`src/hdl/mlbs_pkg.sv`:
```
// Shared types and constants for the multi-LED blink scheduler.
`default_nettype none
package mlbs_pkg;

	localparam int NUM_LEDS_DEF   = 4;
	localparam int TIME_WIDTH_DEF = 16;
	localparam int UNIT_W         = 4;
	localparam int TICK_W         = 16;
	localparam int OUT_W          = 4;

	localparam logic REQ_TICK = 1'b0;
	localparam logic REQ_SET  = 1'b1;

	typedef struct packed {
		logic              req_type;
		logic [UNIT_W-1:0] led_unit;
		logic [TICK_W-1:0] on_ticks;
		logic [TICK_W-1:0] off_ticks;
	} req_t;

	typedef struct packed {
		logic [OUT_W-1:0] pin_levels;
		logic [OUT_W-1:0] running_mask;
	} res_t;

	typedef struct packed {
		logic tick;
		logic set;
	} led_cmd_t;

	typedef struct packed {
		logic running;
		logic lit;
	} led_stat_t;

endpackage
`default_nettype wire

```
`src/hdl/mlbs_if.sv`:
```
// Request and result channel interfaces.
`default_nettype none
interface mlbs_req_if;
	import mlbs_pkg::*;
	logic              valid;
	logic              ready;
	logic              req_type;
	logic [UNIT_W-1:0] led_unit;
	logic [TICK_W-1:0] on_ticks;
	logic [TICK_W-1:0] off_ticks;

	modport source (output valid, req_type, led_unit, on_ticks, off_ticks, input ready);
	modport sink (input valid, req_type, led_unit, on_ticks, off_ticks, output ready);
endinterface

interface mlbs_res_if;
	import mlbs_pkg::*;
	logic             valid;
	logic             ready;
	logic [OUT_W-1:0] pin_levels;
	logic [OUT_W-1:0] running_mask;

	modport source (output valid, pin_levels, running_mask, input ready);
	modport sink (input valid, pin_levels, running_mask, output ready);
endinterface
`default_nettype wire

```
`src/hdl/multi_led_blink_scheduler_core.sv`:
```
// Top level of the multi-LED blink scheduler.
//
//   channel  dir  fields                                     handshake
//   req      in   req_type, led_unit, on_ticks, off_ticks    valid/ready
//   rsp      out  pin_levels, running_mask                   valid/ready
//   cfg      in   cfg_wdata (active_high)                    cfg_we, no wait
//
// One item per cycle sustained while rsp is ready.
// The input register holds the item, the per-LED update and result form in one
// step into the result register. A stall on rsp holds the result register and a
// full input register; req stays ready while the input register is empty or can
// drain into the result register.
// Reset clears all LEDs to stopped and off, active_high to 1.
`default_nettype none
module multi_led_blink_scheduler_core #(
	parameter int NUM_LEDS   = mlbs_pkg::NUM_LEDS_DEF,
	parameter int TIME_WIDTH = mlbs_pkg::TIME_WIDTH_DEF
) (
	input  wire logic     clk,
	input  wire logic     arst_n,
	input  wire logic     cfg_we,
	input  wire logic     cfg_wdata,
	mlbs_req_if.sink      req,
	mlbs_res_if.source    rsp
);
	import mlbs_pkg::*;

	localparam logic [OUT_W-1:0] OUT_MASK =
		(NUM_LEDS >= OUT_W) ? {OUT_W{1'b1}} : OUT_W'((1 << NUM_LEDS) - 1);

	logic                  active_high_q;
	logic                  valid_s1;
	req_t                  req_s1;
	logic                  valid_s2;
	res_t                  res_s2;
	logic                  adv;
	logic                  out_free;
	logic [TIME_WIDTH-1:0] on_time;
	logic [TIME_WIDTH-1:0] off_time;
	led_cmd_t              cmd [NUM_LEDS];
	led_stat_t             cur [NUM_LEDS];
	led_stat_t             nxt [NUM_LEDS];
	logic [NUM_LEDS-1:0]   run_vec;
	logic [NUM_LEDS-1:0]   lit_vec;
	res_t                  res_d;

	assign out_free  = !valid_s2 || rsp.ready;
	assign adv       = valid_s1 && out_free;
	assign req.ready = !valid_s1 || out_free;

	always_ff @(posedge clk or negedge arst_n) begin
		if (!arst_n) begin
			active_high_q <= 1'b1;
		end else if (cfg_we) begin
			active_high_q <= cfg_wdata;
		end
	end

	always_ff @(posedge clk or negedge arst_n) begin
		if (!arst_n) begin
			valid_s1 <= 1'b0;
			valid_s2 <= 1'b0;
		end else begin
			if (req.ready) begin
				valid_s1 <= req.valid;
			end
			if (out_free) begin
				valid_s2 <= valid_s1;
			end
		end
	end

	always_ff @(posedge clk) begin
		if (req.valid && req.ready) begin
			req_s1.req_type  <= req.req_type;
			req_s1.led_unit  <= req.led_unit;
			req_s1.on_ticks  <= req.on_ticks;
			req_s1.off_ticks <= req.off_ticks;
		end
		if (adv) begin
			res_s2 <= res_d;
		end
	end

	assign on_time  = TIME_WIDTH'(req_s1.on_ticks);
	assign off_time = TIME_WIDTH'(req_s1.off_ticks);

	for (genvar k = 0; k < NUM_LEDS; k++) begin : g_led
		assign cmd[k].tick = adv && (req_s1.req_type == REQ_TICK);
		assign cmd[k].set  = adv && (req_s1.req_type == REQ_SET)
			&& (req_s1.led_unit == UNIT_W'(k));
		assign run_vec[k]  = cur[k].running;
		assign lit_vec[k]  = cur[k].lit;

		mlbs_led #(
			.TIME_WIDTH(TIME_WIDTH)
		) u_led (
			.clk     (clk),
			.arst_n  (arst_n),
			.cmd     (cmd[k]),
			.on_time (on_time),
			.off_time(off_time),
			.cur     (cur[k]),
			.nxt     (nxt[k])
		);
	end

	for (genvar b = 0; b < OUT_W; b++) begin : g_out
		if (b < NUM_LEDS) begin : g_used
			assign res_d.pin_levels[b]   = active_high_q ? nxt[b].lit : !nxt[b].lit;
			assign res_d.running_mask[b] = nxt[b].running;
		end else begin : g_unused
			assign res_d.pin_levels[b]   = 1'b0;
			assign res_d.running_mask[b] = 1'b0;
		end
	end

	assign rsp.valid        = valid_s2;
	assign rsp.pin_levels   = res_s2.pin_levels;
	assign rsp.running_mask = res_s2.running_mask;

	a_mask_range: assert property (@(posedge clk) disable iff (!arst_n)
		valid_s2 |-> ((res_s2.running_mask & ~OUT_MASK) == '0)
		&& ((res_s2.pin_levels & ~OUT_MASK) == '0))
		else $error("result bits set beyond LED count");

	a_stopped_off: assert property (@(posedge clk) disable iff (!arst_n)
		valid_s2 |-> (((res_s2.pin_levels ^ {OUT_W{!active_high_q}})
			& ~res_s2.running_mask & OUT_MASK) == '0))
		else $error("stopped LED pin not at off level");

	a_adv_result: assert property (@(posedge clk) disable iff (!arst_n)
		adv |=> valid_s2)
		else $error("processed item produced no result");

	a_bad_unit: assert property (@(posedge clk) disable iff (!arst_n)
		(adv && req_s1.req_type == REQ_SET
			&& 32'(req_s1.led_unit) >= 32'(NUM_LEDS)) |=> $stable(run_vec))
		else $error("out-of-range unit changed running state");

	a_stopped_dark: assert property (@(posedge clk) disable iff (!arst_n)
		(lit_vec & ~run_vec) == '0)
		else $error("stopped LED still lit");

endmodule
`default_nettype wire

```
`src/hdl/mlbs_led.sv`:
```
// Blink state and update logic for one LED.
`default_nettype none
module mlbs_led #(
	parameter int TIME_WIDTH = mlbs_pkg::TIME_WIDTH_DEF
) (
	input  wire logic                clk,
	input  wire logic                arst_n,
	input  wire mlbs_pkg::led_cmd_t  cmd,
	input  wire logic [TIME_WIDTH-1:0] on_time,
	input  wire logic [TIME_WIDTH-1:0] off_time,
	output mlbs_pkg::led_stat_t      cur,
	output mlbs_pkg::led_stat_t      nxt
);
	import mlbs_pkg::*;

	logic                  run_q, run_d;
	logic                  lit_q, lit_d;
	logic                  phase_q, phase_d;
	logic [TIME_WIDTH-1:0] cnt_q, cnt_d, cnt_mid;
	logic [TIME_WIDTH-1:0] on_q, on_d;
	logic [TIME_WIDTH-1:0] off_q, off_d;

	always_comb begin
		run_d   = run_q;
		lit_d   = lit_q;
		phase_d = phase_q;
		cnt_d   = cnt_q;
		cnt_mid = cnt_q;
		on_d    = on_q;
		off_d   = off_q;
		if (cmd.set) begin
			if (on_time != '0 || off_time != '0) begin
				on_d  = on_time;
				off_d = off_time;
				if (!run_q) begin
					run_d   = 1'b1;
					cnt_d   = '0;
					phase_d = 1'b0;
				end
			end else begin
				run_d   = 1'b0;
				on_d    = '0;
				off_d   = '0;
				cnt_d   = '0;
				phase_d = 1'b0;
				lit_d   = 1'b0;
			end
		end else if (cmd.tick && run_q) begin
			if (cnt_q == '0) begin
				phase_d = !phase_q;
				if (phase_q) begin
					if (off_q != '0) begin
						cnt_mid = off_q;
						lit_d   = 1'b0;
					end
				end else if (on_q != '0) begin
					cnt_mid = on_q;
					lit_d   = 1'b1;
				end
			end
			if (cnt_mid != '0) begin
				cnt_d = cnt_mid - 1'b1;
			end else begin
				cnt_d = cnt_mid;
			end
		end
	end

	always_ff @(posedge clk or negedge arst_n) begin
		if (!arst_n) begin
			run_q   <= 1'b0;
			lit_q   <= 1'b0;
			phase_q <= 1'b0;
			cnt_q   <= '0;
		end else begin
			run_q   <= run_d;
			lit_q   <= lit_d;
			phase_q <= phase_d;
			cnt_q   <= cnt_d;
		end
	end

	always_ff @(posedge clk) begin
		on_q  <= on_d;
		off_q <= off_d;
	end

	assign cur.running = run_q;
	assign cur.lit     = lit_q;
	assign nxt.running = run_d;
	assign nxt.lit     = lit_d;

endmodule
`default_nettype wire
```
`src/flat_wrapper.sv`:
```
// flat-port wrapper written by rule: the top's interface ports become plain ports
module multi_led_blink_scheduler_core_flat import mlbs_pkg::*;
#(
	parameter int NUM_LEDS   = mlbs_pkg::NUM_LEDS_DEF,
	parameter int TIME_WIDTH = mlbs_pkg::TIME_WIDTH_DEF
)
  (clk, arst_n, cfg_we, cfg_wdata, req_valid, req_req_type, req_led_unit, req_on_ticks, req_off_ticks, req_ready, rsp_valid, rsp_pin_levels, rsp_running_mask, rsp_ready);
  mlbs_req_if req_i ();
  mlbs_res_if rsp_i ();
  input  wire logic clk;
  input  wire logic arst_n;
  input  wire logic cfg_we;
  input  wire logic cfg_wdata;
  input wire logic [$bits(req_i.valid)-1:0] req_valid;
  input wire logic [$bits(req_i.req_type)-1:0] req_req_type;
  input wire logic [$bits(req_i.led_unit)-1:0] req_led_unit;
  input wire logic [$bits(req_i.on_ticks)-1:0] req_on_ticks;
  input wire logic [$bits(req_i.off_ticks)-1:0] req_off_ticks;
  output wire logic [$bits(req_i.ready)-1:0] req_ready;
  output wire logic [$bits(rsp_i.valid)-1:0] rsp_valid;
  output wire logic [$bits(rsp_i.pin_levels)-1:0] rsp_pin_levels;
  output wire logic [$bits(rsp_i.running_mask)-1:0] rsp_running_mask;
  input wire logic [$bits(rsp_i.ready)-1:0] rsp_ready;
  assign req_i.valid = req_valid;
  assign req_i.req_type = req_req_type;
  assign req_i.led_unit = req_led_unit;
  assign req_i.on_ticks = req_on_ticks;
  assign req_i.off_ticks = req_off_ticks;
  assign req_ready = req_i.ready;
  assign rsp_valid = rsp_i.valid;
  assign rsp_pin_levels = rsp_i.pin_levels;
  assign rsp_running_mask = rsp_i.running_mask;
  assign rsp_i.ready = rsp_ready;
  multi_led_blink_scheduler_core #(.NUM_LEDS(NUM_LEDS), .TIME_WIDTH(TIME_WIDTH)) u_core (.clk(clk), .arst_n(arst_n), .cfg_we(cfg_we), .cfg_wdata(cfg_wdata), .req(req_i), .rsp(rsp_i));
endmodule
```
`config.mk`:
```
export PLATFORM = sky130hd
export DESIGN_NAME = multi_led_blink_scheduler_core_flat
export DESIGN_NICKNAME = d
export VERILOG_FILES = /design/src/hdl/mlbs_pkg.sv /design/src/hdl/mlbs_if.sv /design/src/hdl/multi_led_blink_scheduler_core.sv /design/src/hdl/mlbs_led.sv /design/src/flat_wrapper.sv
export SDC_FILE = /design/constraint.sdc
export NUM_CORES = 1
export LEC_CHECK = 0
export BUFFER_PORTS_ARGS = -buffer_cell sky130_fd_sc_hd__buf_2
export CAP_MARGIN = 20
export CELL_PAD_IN_SITES_DETAIL_PLACEMENT = 0
export CELL_PAD_IN_SITES_GLOBAL_PLACEMENT = 1
export CORE_MARGIN = 2
export CORE_UTILIZATION = 30
export CTS_CLUSTER_SIZE = 12
export DETAILED_ROUTE_END_ITERATION = 8
export PLACE_DENSITY_LB_ADDON = 0.25
export SLEW_MARGIN = 20
export SYNTH_ARGS = -nofsm -noshare
export SYNTH_HDL_FRONTEND = slang
export SYNTH_HIERARCHICAL = 1
export SYNTH_SLANG_ARGS = --single-unit
```
`constraint.sdc`:
```
create_clock -name clk -period 5.3 [get_ports clk]
set_clock_uncertainty 0.2 [all_clocks]
set_input_delay 1.06 -clock clk [delete_from_list [all_inputs] [get_ports clk]]
set_output_delay 1.06 -clock clk [all_outputs]
set_load 0.01 [all_outputs]
```
==> Yosys cells after proc, flatten, opt, wreduce, memory -nomap -nowiden <==
Index checks and enable logic that the tools add are counted.
{ "totals": {"register_bits": 252, "wordCells": 208, "inputBits": 43, "out_inout_bits": 10} }
{ "op_classes": {"eq_ne": 7, "n_mux": 103, "reduce_logical": 60, "bitwise": 1, "add_sub_neg": 4} }
{ "ops": {"columns": ["op", "n"], "rows": [
  ["2-to-1 mux 16 bit", 46],
  ["nonzero test 16 bit", 14],
  ["zero test 16 bit", 4],
  ["subtractor 16 x 1 -> 16 bit, second input constant", 4],
  ["2-to-1 mux 1 bit", 57],
  ["nonzero test 2 bit", 8],
  ["logical AND 1 bit", 12],
  ["inequality test 3 bit, second input constant", 4],
  ["AND reduction 3 bit", 4],
  ["zero test 1 bit", 10],
  ["equality test 4 x 2 -> 1 bit, second input constant", 2],
  ["AND reduction 2 bit", 4],
  ["equality test 4 x 1 -> 1 bit, second input constant", 1],
  ["zero test 4 bit", 1],
  ["logical OR 1 bit", 3],
  ["NOT 1 bit", 1]
]} }

==> Logic depth before layout (Yosys ltp) <==
Gate-level depths: netlist of run 1.
{ "logic_depth": {"word_depth": 11, "depth_mapped": 14, "ltp_nobuf": 11} }

==> Cells and area by module <==
The synthesis of run 1 kept the hierarchy.
{ "by_module_without_submodules": {"columns": ["mod", "n_inst", "seq_area_each_um2", "cells_each", "area_per_inst_um2"], "rows": [
  ["mlbs_led at u_core.g_led[1].u_led ...", 3, 1436.4, 325, 3076.7],
  ["mlbs_led at u_core.g_led[0].u_led", 1, 1436.4, 314, 3011.6],
  ["multi_led_blink_scheduler_core", 1, 1427.6, 72, 1619.1]
]} }

==> Least setup slack after synthesis of run 1 <==
No wires, ideal clock.
{ "synth_timing": {"path_type": "input port to flip-flop", "start": "input rsp_ready", "end": "register u_core.g_led[2].u_led.phase_q", "n_path_buf": 3, "t_required_ns": 5.004, "stages": 9, "setup_time_ns": 0.096, "path_slack_ns": -0.751, "arrival_ns": 5.755, "path_cell_list": "nor2b_4 -> buf_6 -> nor4_1 -> clkbuf_1 -> nor2_1 -> a21oi_1 -> clkbuf_1 -> o21ai_0 -> o31ai_1"} }
{ "synth_rtl": {"columns": ["element", "line_no", "text"], "rows": [
  ["start: declaration", "flat_wrapper.sv:23", "input wire logic [$bits(rsp_i.ready)-1:0] rsp_ready;"],
  ["end signal: assignment", "mlbs_led.sv:78", "phase_q <= phase_d;"],
  ["end: declaration", "mlbs_led.sv:18", "logic phase_q, phase_d;"]
]} }

==> Worst setup path in the final report of run 1 <==
{ "layout_timing": {"start": "register u_core.g_led[0].u_led.cnt_q[9]", "end": "register u_core.g_led[0].u_led.cnt_q[15]"} }
{ "layout_between": {"elab_chain_cells": 9, "elab_cells_between_ends": 12, "classes_between": "add/sub (1); mux (9); reduce/logical (2)"} }
{ "layout_rtl": {"columns": ["element", "line_no", "text"], "rows": [
  ["start: declaration", "mlbs_led.sv:19", "logic [TIME_WIDTH-1:0] cnt_q, cnt_d, cnt_mid;"],
  ["start signal: assignment", "mlbs_led.sv:79", "cnt_q <= cnt_d;"],
  ["2-to-1 mux 16 bit (on tied branches)", "mlbs_led.sv:56, mlbs_led.sv:52", null],
  ["2-to-1 mux 16 bit", "mlbs_led.sv:51", "if (phase_q) begin"],
  ["2-to-1 mux 16 bit (*)", "mlbs_led.sv:49", "if (cnt_q == '0) begin"],
  ["2-to-1 mux 16 bit (*)", "mlbs_led.sv:48", "end else if (cmd.tick && run_q) begin"],
  ["2-to-1 mux 16 bit (*)", "mlbs_led.sv:31", "if (cmd.set) begin"],
  ["subtractor 16 x 1 -> 16 bit or nonzero test 16 bit (tied branches)", "mlbs_led.sv:62, mlbs_led.sv:61", null],
  ["2-to-1 mux 16 bit (*)", "mlbs_led.sv:61", "if (cnt_mid != '0) begin"],
  ["2-to-1 mux 16 bit (*)", "mlbs_led.sv:48", null],
  ["2-to-1 mux 16 bit (*)", "mlbs_led.sv:31", null]
]} }
Every way passes the cells marked *; elsewhere a longest branch is shown, timed or not. The select of a mux whose other input is x is not followed.
A chain may end at the register's enable or synchronous reset.

==> results of run 1 <==
## cells in the final DEF (no fill, tap or decap), types with 49 or more instances in the layout
cell      instances
nand3_1          64
dfrtp_1          78
nor2_1          139
nor4_1           72
buf_2            51
a21oi_1          65
nor3_1           49
mux2i_1          74
nand2_1          59
edfxtp_1        173
## worst paths after layout
kind,from,end,slack [ns],cells after the start
max reg2reg,u_core/g_led[0].u_led/cnt_q[9],u_core/g_led[0].u_led/cnt_q[15],1.13,11
min reg2reg,u_core/g_led[0].u_led/cnt_q[2],u_core/g_led[0].u_led/cnt_q[2],0.34,2
min,u_core/g_led[0].u_led/cnt_q[2],u_core/g_led[0].u_led/cnt_q[2],0.34,2
max in group asynchronous,arst_n,u_core/g_led[3].u_led/cnt_q[0],3.61,2
min in group asynchronous,arst_n,u_core/g_led[1].u_led/cnt_q[5],0.37,1
max,u_core/g_led[0].u_led/cnt_q[9],u_core/g_led[0].u_led/cnt_q[15],1.13,11
## power breakdown
part	internal [mW]	switching, mW	leakage, nW
Sequential	2.37	0.417	2.57
Clock	1.10	0.808	0.432
Combinational	0.910	1.38	2.14
## layer usage
metal | wire length [um] | track usage [%] | vias up
met3 | 2300 | 2.89 | 67
li1 | - | - | 4919
met5 | 13 | 0 | -
met4 | 831 | 4.63 | 2
met2 | 18700 | 27.9 | 292
met1 | 18900 | 23.8 | 5153
## critical path: stages (launching register included)
cell and delay (ns):
dfrtp_1 0.43, or4_1 0.65, or4_4 0.59, nor2_1 0.51, a21oi_1 0.25, ha_1 0.25, nand3b_1 0.08, a31oi_1 0.08
nand4b_4 0.29, nand4_1 0.19, or4_1 0.51, nand3_1 0.09
## registers in the layout, summed over array words and instances, names as in the netlist
signal	cells
u_core/g_led.u_led/lit_q	4
u_core/g_led.u_led/cnt_q	64
u_core/valid_s1	1
u_core/off_time	16
u_core/g_led.u_led/phase_q	4
u_core/g_led.u_led/run_q	4
u_core/g_led.u_led/on_q	64
u_core/rsp.pin_levels	4
u_core/rsp.valid	1
u_core/active_high_q	1
u_core/on_time	16
u_core/rsp.running_mask	4
u_core/req_s1	5
u_core/g_led.u_led/off_q	64
## through the flow
step / area, sq um / utilization [%] / TNS, ns / hold slack, ns
2_1_floorplan: 13800 / - / -23.14 / 0.287
3_3_place_gp: 14200 / 31.4 / 0 / 0.312
3_5_place_dp: 14200 / 31.4 / 0 / 0.329
4_1_cts: 15100 / 33.3 / 0 / 0.344
5_1_grt: 15100 / 33.3 / 0 / 0.374
6_report: 15100 / 33.3 / 0 / 0.342
## cell type report
class,instances,share of cell area (%)
flip-flops and latches,252,47.4
clock buffers,35,4.94
diodes,1,0.0165
well taps,600,4.96
multi-input cells,898,38.5
clock inverters,17,0.959
inverters,14,0.347
repair buffers,75,2.88
==> impl_metrics.py, run 1 <==
metrics = {
    "run_status": {
        "status": "finished, final reports clean",
    },
    "power_and_ir_drop": {
        "power_mw": 6.98,
        "max-vdd-ir-drop_v": 0.000302,
        "power_density_nw_per_um2": 461,
        "power.leakage_nw": 5.14,
    },
    "clock_network": {
        "clockRootBuffer": "clkbuf_16",
        "htreeDepth": 1,
        "cts_tree": "done",
        "post-cts-setup-buffers": 0,
        "clock_latency_ns": 0.56,
        "cts.reportedPaths.clkPinSlew_ns": 0.06,
        "cts-resized-gates": 0,
        "cts-buffers-inserted": 29,
        "clockBufferDepth": 3,
        "clock_sinks": 252,
        "cts_hold_buf": 0,
    },
    "detailed_routing": {
        "drt_wl_total_mm": 40.8,
        "vias": 10400,
        "wl_per_cell_um": 21.6,
        "detail_route.vias_per_cell": 5.51,
        "drt-initial-drc-count": 763,
        "drtAntennaViolNets": 0,
        "dr.pass1.iters": 8,
        "route.detailed.drc": 0,
    },
    "placement": {
        "pre_cts_ws_ns": 1.14,
        "place.gp.congestion": 0.795,
        "hpwl_mm": 28.2,
        "dp.cells": 1839,
        "port_buffers": 52,
    },
    "floorplanning": {
        "core_sq_um": 45400,
        "start_util_pct": 30.4,
        "ioPinCount": 53,
        "num_rows": 78,
        "die_y_um": 218,
        "dieArea_sq_um": 47700,
        "die-width_um": 218,
    },
    "job": {
        "drv_cap": 0,
    },
    "grt": {
        "grt_antenna_before_repair": 2,
        "grt-ovfl-total": 0,
        "grt_max_degree": 55,
        "grt_pass1_wl_mm": 63.4,
        "grt_pass1_vias": 10400,
        "grt.total_usage_pct": 17.2,
    },
    "critical_path": {
        "crit_arrival_ns": 4.48,
        "worst_setup_path_end_kind": "register",
        "cp_data_required_time_ns": 5.60,
        "cp-start-kind": "register",
        "crit_fanout": 18,
        "critical_path_class": "reg -> reg",
    },
    "sta": {
        "fmax_mhz": 240,
        "slew_headroom_pct": 43.2,
        "slew_violations": 0,
        "hold_viol": 0,
        "setup_viol": 0,
        "period_share_pct": 78.8,
        "worst_pin_slew_ns": 0.852,
        "post-route-min-period_ns": 4.17,
        "rsz0062_at_grt": "no",
        "setup_slack_ns": 1.13,
    },
    "yosys": {
        "synthCells": 1353,
        "syn_area_sq_um": 13800,
        "syn-num-nets": 1404,
        "synth.avg_cell_area_sq_um": 10.2,
        "yosysWarnings": 6,
    },
    "cells_and_area": {
        "finalNonFillerCells": 1892,
        "area_growth_syn_to_layout_pct": 9.65,
        "fillers": 4571,
        "nets": 1321,
        "drive_gt1_share_pct": 13.8,
        "multi_input_area_sq_um": 5820,
        "seq_area_sq_um": 7170,
    },
    "min_path": {
        "hp-class": "reg -> reg",
    },
}
Power figures use the tool's default switching activity.
==> run 2, diff against run 1 <==
==> constraint.sdc (replaced) <==
create_clock -name clk -period 3.4 [get_ports clk]
set_clock_uncertainty 0.2 [all_clocks]
set_input_delay 0.68 -clock clk [delete_from_list [all_inputs] [get_ports clk]]
set_output_delay 0.68 -clock clk [all_outputs]
set_load 0.01 [all_outputs]
==> run 2 against run 1 <==
Effect of this change:
- maximum frequency up 25%
- design area grew 5.5%
- hold slack lost 0.25 ns
==> impl_metrics.py, run 2 (same netlist as run 1, synthesis figures left out) <==
metrics = {
    "critical_path": {
        "critical-path-top-delay-family": "simple AND/OR/NAND/NOR gates",
        "crit_buf_inv": 0,
        "critPathLaunch": "u_core/g_led[0].u_led/cnt_q[0]",
        "cp_common_cell": "or4_4",
        "worst_setup_path_end_kind": "register",
        "rr_worst_depth": 11,
        "crit_fanout": 5,
        "critical_path_class": "reg -> reg",
        "cp_cell_sequence": "or4_4 -> or4_4 -> nor2_4 -> a21oi_2 -> ha_1 -> nand3b_1 -> a31oi_4 -> nand4b_4 -> nand4_1 -> or4_1 -> nand3_1",
        "cp.depth": 11,
        "cp-start-kind": "register",
        "worstSetupEndpoint": "u_core/g_led[0].u_led/cnt_q[15]",
        "timing.rr.start": "u_core/g_led[0].u_led/cnt_q[0]",
        "r2r_slack_ns": 0.06,
        "cp_data_required_time_ns": 3.70,
        "slowest_delay_ns": 0.55,
        "slowest_stage": "or4_4",
        "rr_endpoint": "u_core/g_led[0].u_led/cnt_q[15]",
        "crit_arrival_ns": 3.64,
    },
    "sta": {
        "slew_violations": 0,
        "hold_viol": 0,
        "worst_pin_slew_ns": 0.771,
        "post-route-min-period_ns": 3.34,
        "fmax_mhz": 299,
        "setup_viol": 0,
        "period_share_pct": 98.3,
        "holdWs_ns": 0.0936,
        "slew_headroom_pct": 48.2,
        "rsz0062_at_grt": "yes",
    },
    "grt": {
        "grt.total_usage_pct": 17.5,
        "grt_antenna_before_repair": 0,
        "grt-ovfl-total": 0,
        "grt_pass1_vias": 10700,
        "grt_pass1_wl_mm": 64.4,
        "grt_max_degree": 52,
    },
    "floorplanning": {
        "dieArea_sq_um": 47700,
        "core_sq_um": 45400,
        "start_util_pct": 30.4,
        "num_rows": 78,
        "ioPinCount": 53,
        "die_y_um": 218,
        "die-width_um": 218,
    },
    "cells_and_area": {
        "final_cell_mix": "edfxtp_1 (173), nor2_1 (136), buf_4 (85)",
        "multi_input_area_sq_um": 6020,
        "fin_util_pct": 35.2,
        "nets": 1388,
        "fillers": 4532,
        "diodes": 0,
        "area_growth_syn_to_layout_pct": 15.7,
        "largest_registers": "u_core/g_led.u_led/cnt_q (64), u_core/g_led.u_led/off_q (64), u_core/g_led.u_led/on_q (64)",
        "layout_commonest_cell": "edfxtp_1",
        "seq_area_sq_um": 7170,
        "finalInstanceArea_sq_um": 16000,
        "drive_gt1_share_pct": 19.5,
    },
    "min_path": {
        "hp-class": "in -> reg",
    },
    "detailed_routing": {
        "drt-initial-drc-count": 889,
        "drt_wl_total_mm": 41.7,
        "vias": 10700,
        "dr.pass1.iters": 5,
        "drtAntennaViolNets": 0,
        "wl_per_cell_um": 21.3,
        "route.detailed.drc": 0,
        "detail_route.vias_per_cell": 5.46,
    },
    "clock_network": {
        "clock_latency_ns": 0.56,
        "htreeDepth": 1,
        "clock_sinks": 252,
        "cts.reportedPaths.clkPinSlew_ns": 0.06,
        "cts-buffers-inserted": 29,
        "clockRootBuffer": "clkbuf_16",
        "clockBufferDepth": 3,
        "cts_tree": "done",
    },
    "placement": {
        "placed_area_sq_um": 14700,
        "hpwl_mm": 29.3,
        "place.gp.congestion": 0.872,
        "port_buffers": 52,
    },
    "run_status": {
        "status": "finished, final reports clean",
    },
    "power_and_ir_drop": {
        "power.leakage_nw": 5.60,
        "power_density_nw_per_um2": 747,
        "power_mw": 11.9,
        "max-vdd-ir-drop_v": 0.000301,
    },
    "job": {
        "drv_cap": 0,
    },
}
## run 2: stage by stage
stage	TNS, ns	instances	worst slack [ns]
after global placement	0	1894	0.0420
final	0	1957	0.0581
after floorplan	-0.0136	1353	-0.00681
after CTS	0	1951	0.00767
after detailed placement	-0.102	1894	-0.0538
after global routing	-0.200	1957	-0.0663
## run 2: power breakdown
| part | switching [mW] | internal (mW) | total, mW |
|---|---|---|---|
| logic | 2.45 | 1.88 | 4.33 |
| clock network | 1.27 | 2.03 | 3.31 |
| registers | 0.598 | 3.69 | 4.29 |
## run 2: area by class of cell
class,instances,area share [%]
clock buffer,37,4.80
clock inverter,14,1.40
inverter,14,0.329
multi-input combinational,899,37.7
sequential,252,44.9
tap,600,4.70
timing repair buffer,141,6.11
## run 2: repair_timing
item                                    4_1_cts  5_1_grt
gates resized for setup                       3       21
pin swaps                                     3        7
endpoints found under the hold margin        28        0
gates cloned                                  1        0
hold buffers                                  1        0
endpoints found under the setup margin        5       30
buffers inserted                              4        6
## run 2: worst min path at each step
stage	startpoint	endpoint	slack, ns	depth (start not counted)
6_report	req_off_ticks[5]	u_core/off_time[5]	0.09	1
3_5_place_dp	u_core/g_led[0].u_led/cnt_q[0]	u_core/g_led[0].u_led/cnt_q[0]	0.33	2
5_1_grt	req_on_ticks[9]	u_core/on_time[9]	0.07	1
2_1_floorplan	arst_n	u_core/g_led[0].u_led/cnt_q[0]	0.18	0
3_3_place_gp	u_core/g_led[0].u_led/cnt_q[13]	u_core/g_led[0].u_led/cnt_q[13]	0.31	2
4_1_cts	req_on_ticks[0]	u_core/on_time[0]	0.07	1
## run 2: metal layers
metal / wire [um] / vias to the layer above / track usage, %
li1: - / 5046 / -
met1: 19100 / 5294 / 23.8
met2: 19900 / 292 / 29.5
met3: 1940 / 62 / 2.27
met4: 754 / 0 / 4.17
met5: 0 / - / 0
==> run 3, diff against run 2 <==
--- a/config.mk
+++ b/config.mk
@@ -10,7 +10,7 @@
 export CELL_PAD_IN_SITES_DETAIL_PLACEMENT = 0
 export CELL_PAD_IN_SITES_GLOBAL_PLACEMENT = 1
 export CORE_MARGIN = 2
-export CORE_UTILIZATION = 30
+export CORE_UTILIZATION = 45
 export CTS_CLUSTER_SIZE = 12
 export DETAILED_ROUTE_END_ITERATION = 8
 export PLACE_DENSITY_LB_ADDON = 0.25
==> run 3 against run 2 <==
Effect of this change:
- hold slack improved by 0.011 ns
- final cell count down 11%
- register-to-register slack about the same
- clock-buffer cell count shrank 1
- die area fell by 33%
- critical path depth rose by 1
- clock power shrank 6.6%
- setup slack worse by 0.0023 ns
- sequential share of layout area up 1.2 points
==> impl_metrics.py, run 3 (same netlist as run 1, synthesis figures left out) <==
metrics = {
    "run_status": {
        "status": "finished, final reports clean",
    },
    "cells_and_area": {
        "diodes": 0,
        "drive_gt1_share_pct": 18.7,
        "finalNonFillerCells": 1747,
        "fillers": 2735,
        "finalInstanceArea_sq_um": 15500,
        "final_cell_mix": "edfxtp_1 (173), nor2_1 (136), buf_4 (81)",
        "fin_util_pct": 51.1,
        "nets": 1382,
        "layout_commonest_cell": "edfxtp_1",
        "largest_registers": "u_core/g_led.u_led/cnt_q (64), u_core/g_led.u_led/off_q (64), u_core/g_led.u_led/on_q (64)",
        "area_growth_syn_to_layout_pct": 12.6,
    },
    "floorplanning": {
        "start_util_pct": 45.4,
        "dieArea_sq_um": 32100,
        "core_sq_um": 30400,
        "num_rows": 64,
        "die_y_um": 179,
        "die-width_um": 179,
        "ioPinCount": 53,
    },
    "detailed_routing": {
        "drtAntennaViolNets": 0,
        "detail_route.vias_per_cell": 6.21,
        "dr.pass1.iters": 5,
        "drt-initial-drc-count": 961,
        "wl_per_cell_um": 21.9,
        "route.detailed.drc": 0,
        "drt_wl_total_mm": 38.3,
        "vias": 10800,
    },
    "clock_network": {
        "clockRootBuffer": "clkbuf_16",
        "cts-buffers-inserted": 29,
        "clock_sinks": 252,
        "cts.reportedPaths.clkPinSlew_ns": 0.06,
        "clock_latency_ns": 0.55,
        "cts_tree": "done",
        "clockBufferDepth": 3,
        "htreeDepth": 1,
    },
    "power_and_ir_drop": {
        "power_density_nw_per_um2": 743,
        "pwr-share-comb_pct": 36.1,
        "power_mw": 11.5,
        "power.leakage_nw": 5.49,
        "power_frac_seq_pct": 37.2,
        "p_clk_share_pct": 26.7,
        "p_switching_mw": 4.18,
        "intPower_mw": 7.37,
        "switching_share_pct": 36.2,
        "max-vdd-ir-drop_v": 0.000420,
    },
    "critical_path": {
        "worst_setup_path_end_kind": "register",
        "critical_path_class": "reg -> reg",
        "crit_arrival_ns": 3.63,
        "rr_worst_depth": 12,
        "crit_fanout": 5,
        "timing.rr.start": "u_core/g_led[0].u_led/cnt_q[0]",
        "critPathLaunch": "u_core/g_led[0].u_led/cnt_q[0]",
        "r2r_slack_ns": 0.06,
        "cp_data_required_time_ns": 3.68,
        "rr_endpoint": "u_core/g_led[0].u_led/cnt_q[6]",
        "cp-start-kind": "register",
    },
    "sta": {
        "setup_slack_ns": 0.0558,
        "setup_viol": 0,
        "rsz0062_at_grt": "yes",
        "post-route-min-period_ns": 3.34,
        "worst_pin_slew_ns": 0.779,
        "hold_viol": 0,
        "holdWs_ns": 0.104,
        "slew_violations": 0,
        "fmax_mhz": 299,
        "slew_headroom_pct": 46.7,
        "period_share_pct": 98.4,
        "setup_tns_ns": 0,
    },
    "min_path": {
        "min_to": "u_core/off_time[0]",
        "hp-class": "in -> reg",
        "min_from": "req_off_ticks[0]",
        "whs_path_depth": 1,
    },
    "grt": {
        "grt_antenna_before_repair": 0,
        "grt-ovfl-total": 0,
        "grt_pass1_wl_mm": 59.6,
        "grt.total_usage_pct": 24.0,
        "grt_max_degree": 38,
        "grt_pass1_vias": 10300,
    },
    "placement": {
        "hpwl_mm": 27.0,
        "dp.cells": 1681,
        "pre_cts_ws_ns": 0.0147,
        "port_buffers": 52,
        "place.gp.congestion": 0.888,
        "placed_area_sq_um": 14400,
    },
    "job": {
        "drv_cap": 0,
    },
}
==> run 3: cell types whose count changed in the layout (fill, tap and decap cells not counted), moves of 2 or more <==
cell        previous run  this run
nand3_1               62        64
buf_4                 85        81
clkinv_1               2         5
clkinv_2               4         1
bufinv_16              6         4
o21ai_1                9        11
clkinvlp_4             1         3
o21ai_0               43        41
nand3_2                2         0
==> run 3: worst max path at each step <==
stage                                                 end  slack, ns  depth (start not counted)
after detailed placement  u_core/g_led[0].u_led/cnt_q[15]       0.01                         11
after CTS                  u_core/g_led[0].u_led/cnt_q[6]      0.003                         11
final                      u_core/g_led[0].u_led/cnt_q[6]       0.06                         12
after global routing      u_core/g_led[0].u_led/cnt_q[13]      -0.04                         12
after floorplan            u_core/g_led[1].u_led/cnt_q[6]     -0.007                         10
after global placement     u_core/g_led[0].u_led/cnt_q[6]       0.04                          9
==> run 3: worst max-delay path: stages (launching register included) <==
cell and delay, ns:
dfrtp_1 0.38, or4_4 0.54, or4_4 0.55, nor2_4 0.15, a21oi_2 0.09, ha_1 0.21
nand3b_1 0.10, a31oi_2 0.07, nand4b_4 0.17, buf_12 0.12, o2111ai_2 0.15, or4_4 0.44
nand3_1 0.09
==> run 3: routing by layer <==
metal,wire length [um],GRT usage (%)
met5,0,0
met4,685,4.47
met3,2430,3.24
met2,17500,38.0
met1,17800,35.4
==> run 3: repair_timing <==
| item | CTS | global route |
|---|---|---|
| hold endpoints to repair | 18 | 0 |
| hold buffers | 1 | 0 |
| setup buffers | 1 | 13 |
| setup endpoints to repair | 2 | 18 |
| pin swaps | 1 | 8 |
| resized for setup | 0 | 20 |
==> run 3: cell type report <==
class	count	area (sq um)	share of cell area [%]
clock buffer	36	752	4.84
clock inverter	15	184	1.18
inverter	14	52.6	0.338
multi-input combinational	898	5960	38.3
sequential	252	7170	46.2
tap	396	495	3.19
timing repair buffer	136	925	5.95
==> run 3: power groups by stage <==
stage	logic [mW]	registers, mW	clock network, mW
finish	4.16	4.29	3.09
global route	4.57	4.35	3.27
CTS	3.95	4.24	3.16
detailed placement	3.92	4.29	0
global placement	3.90	4.28	0
floorplan	2.91	4.13	0
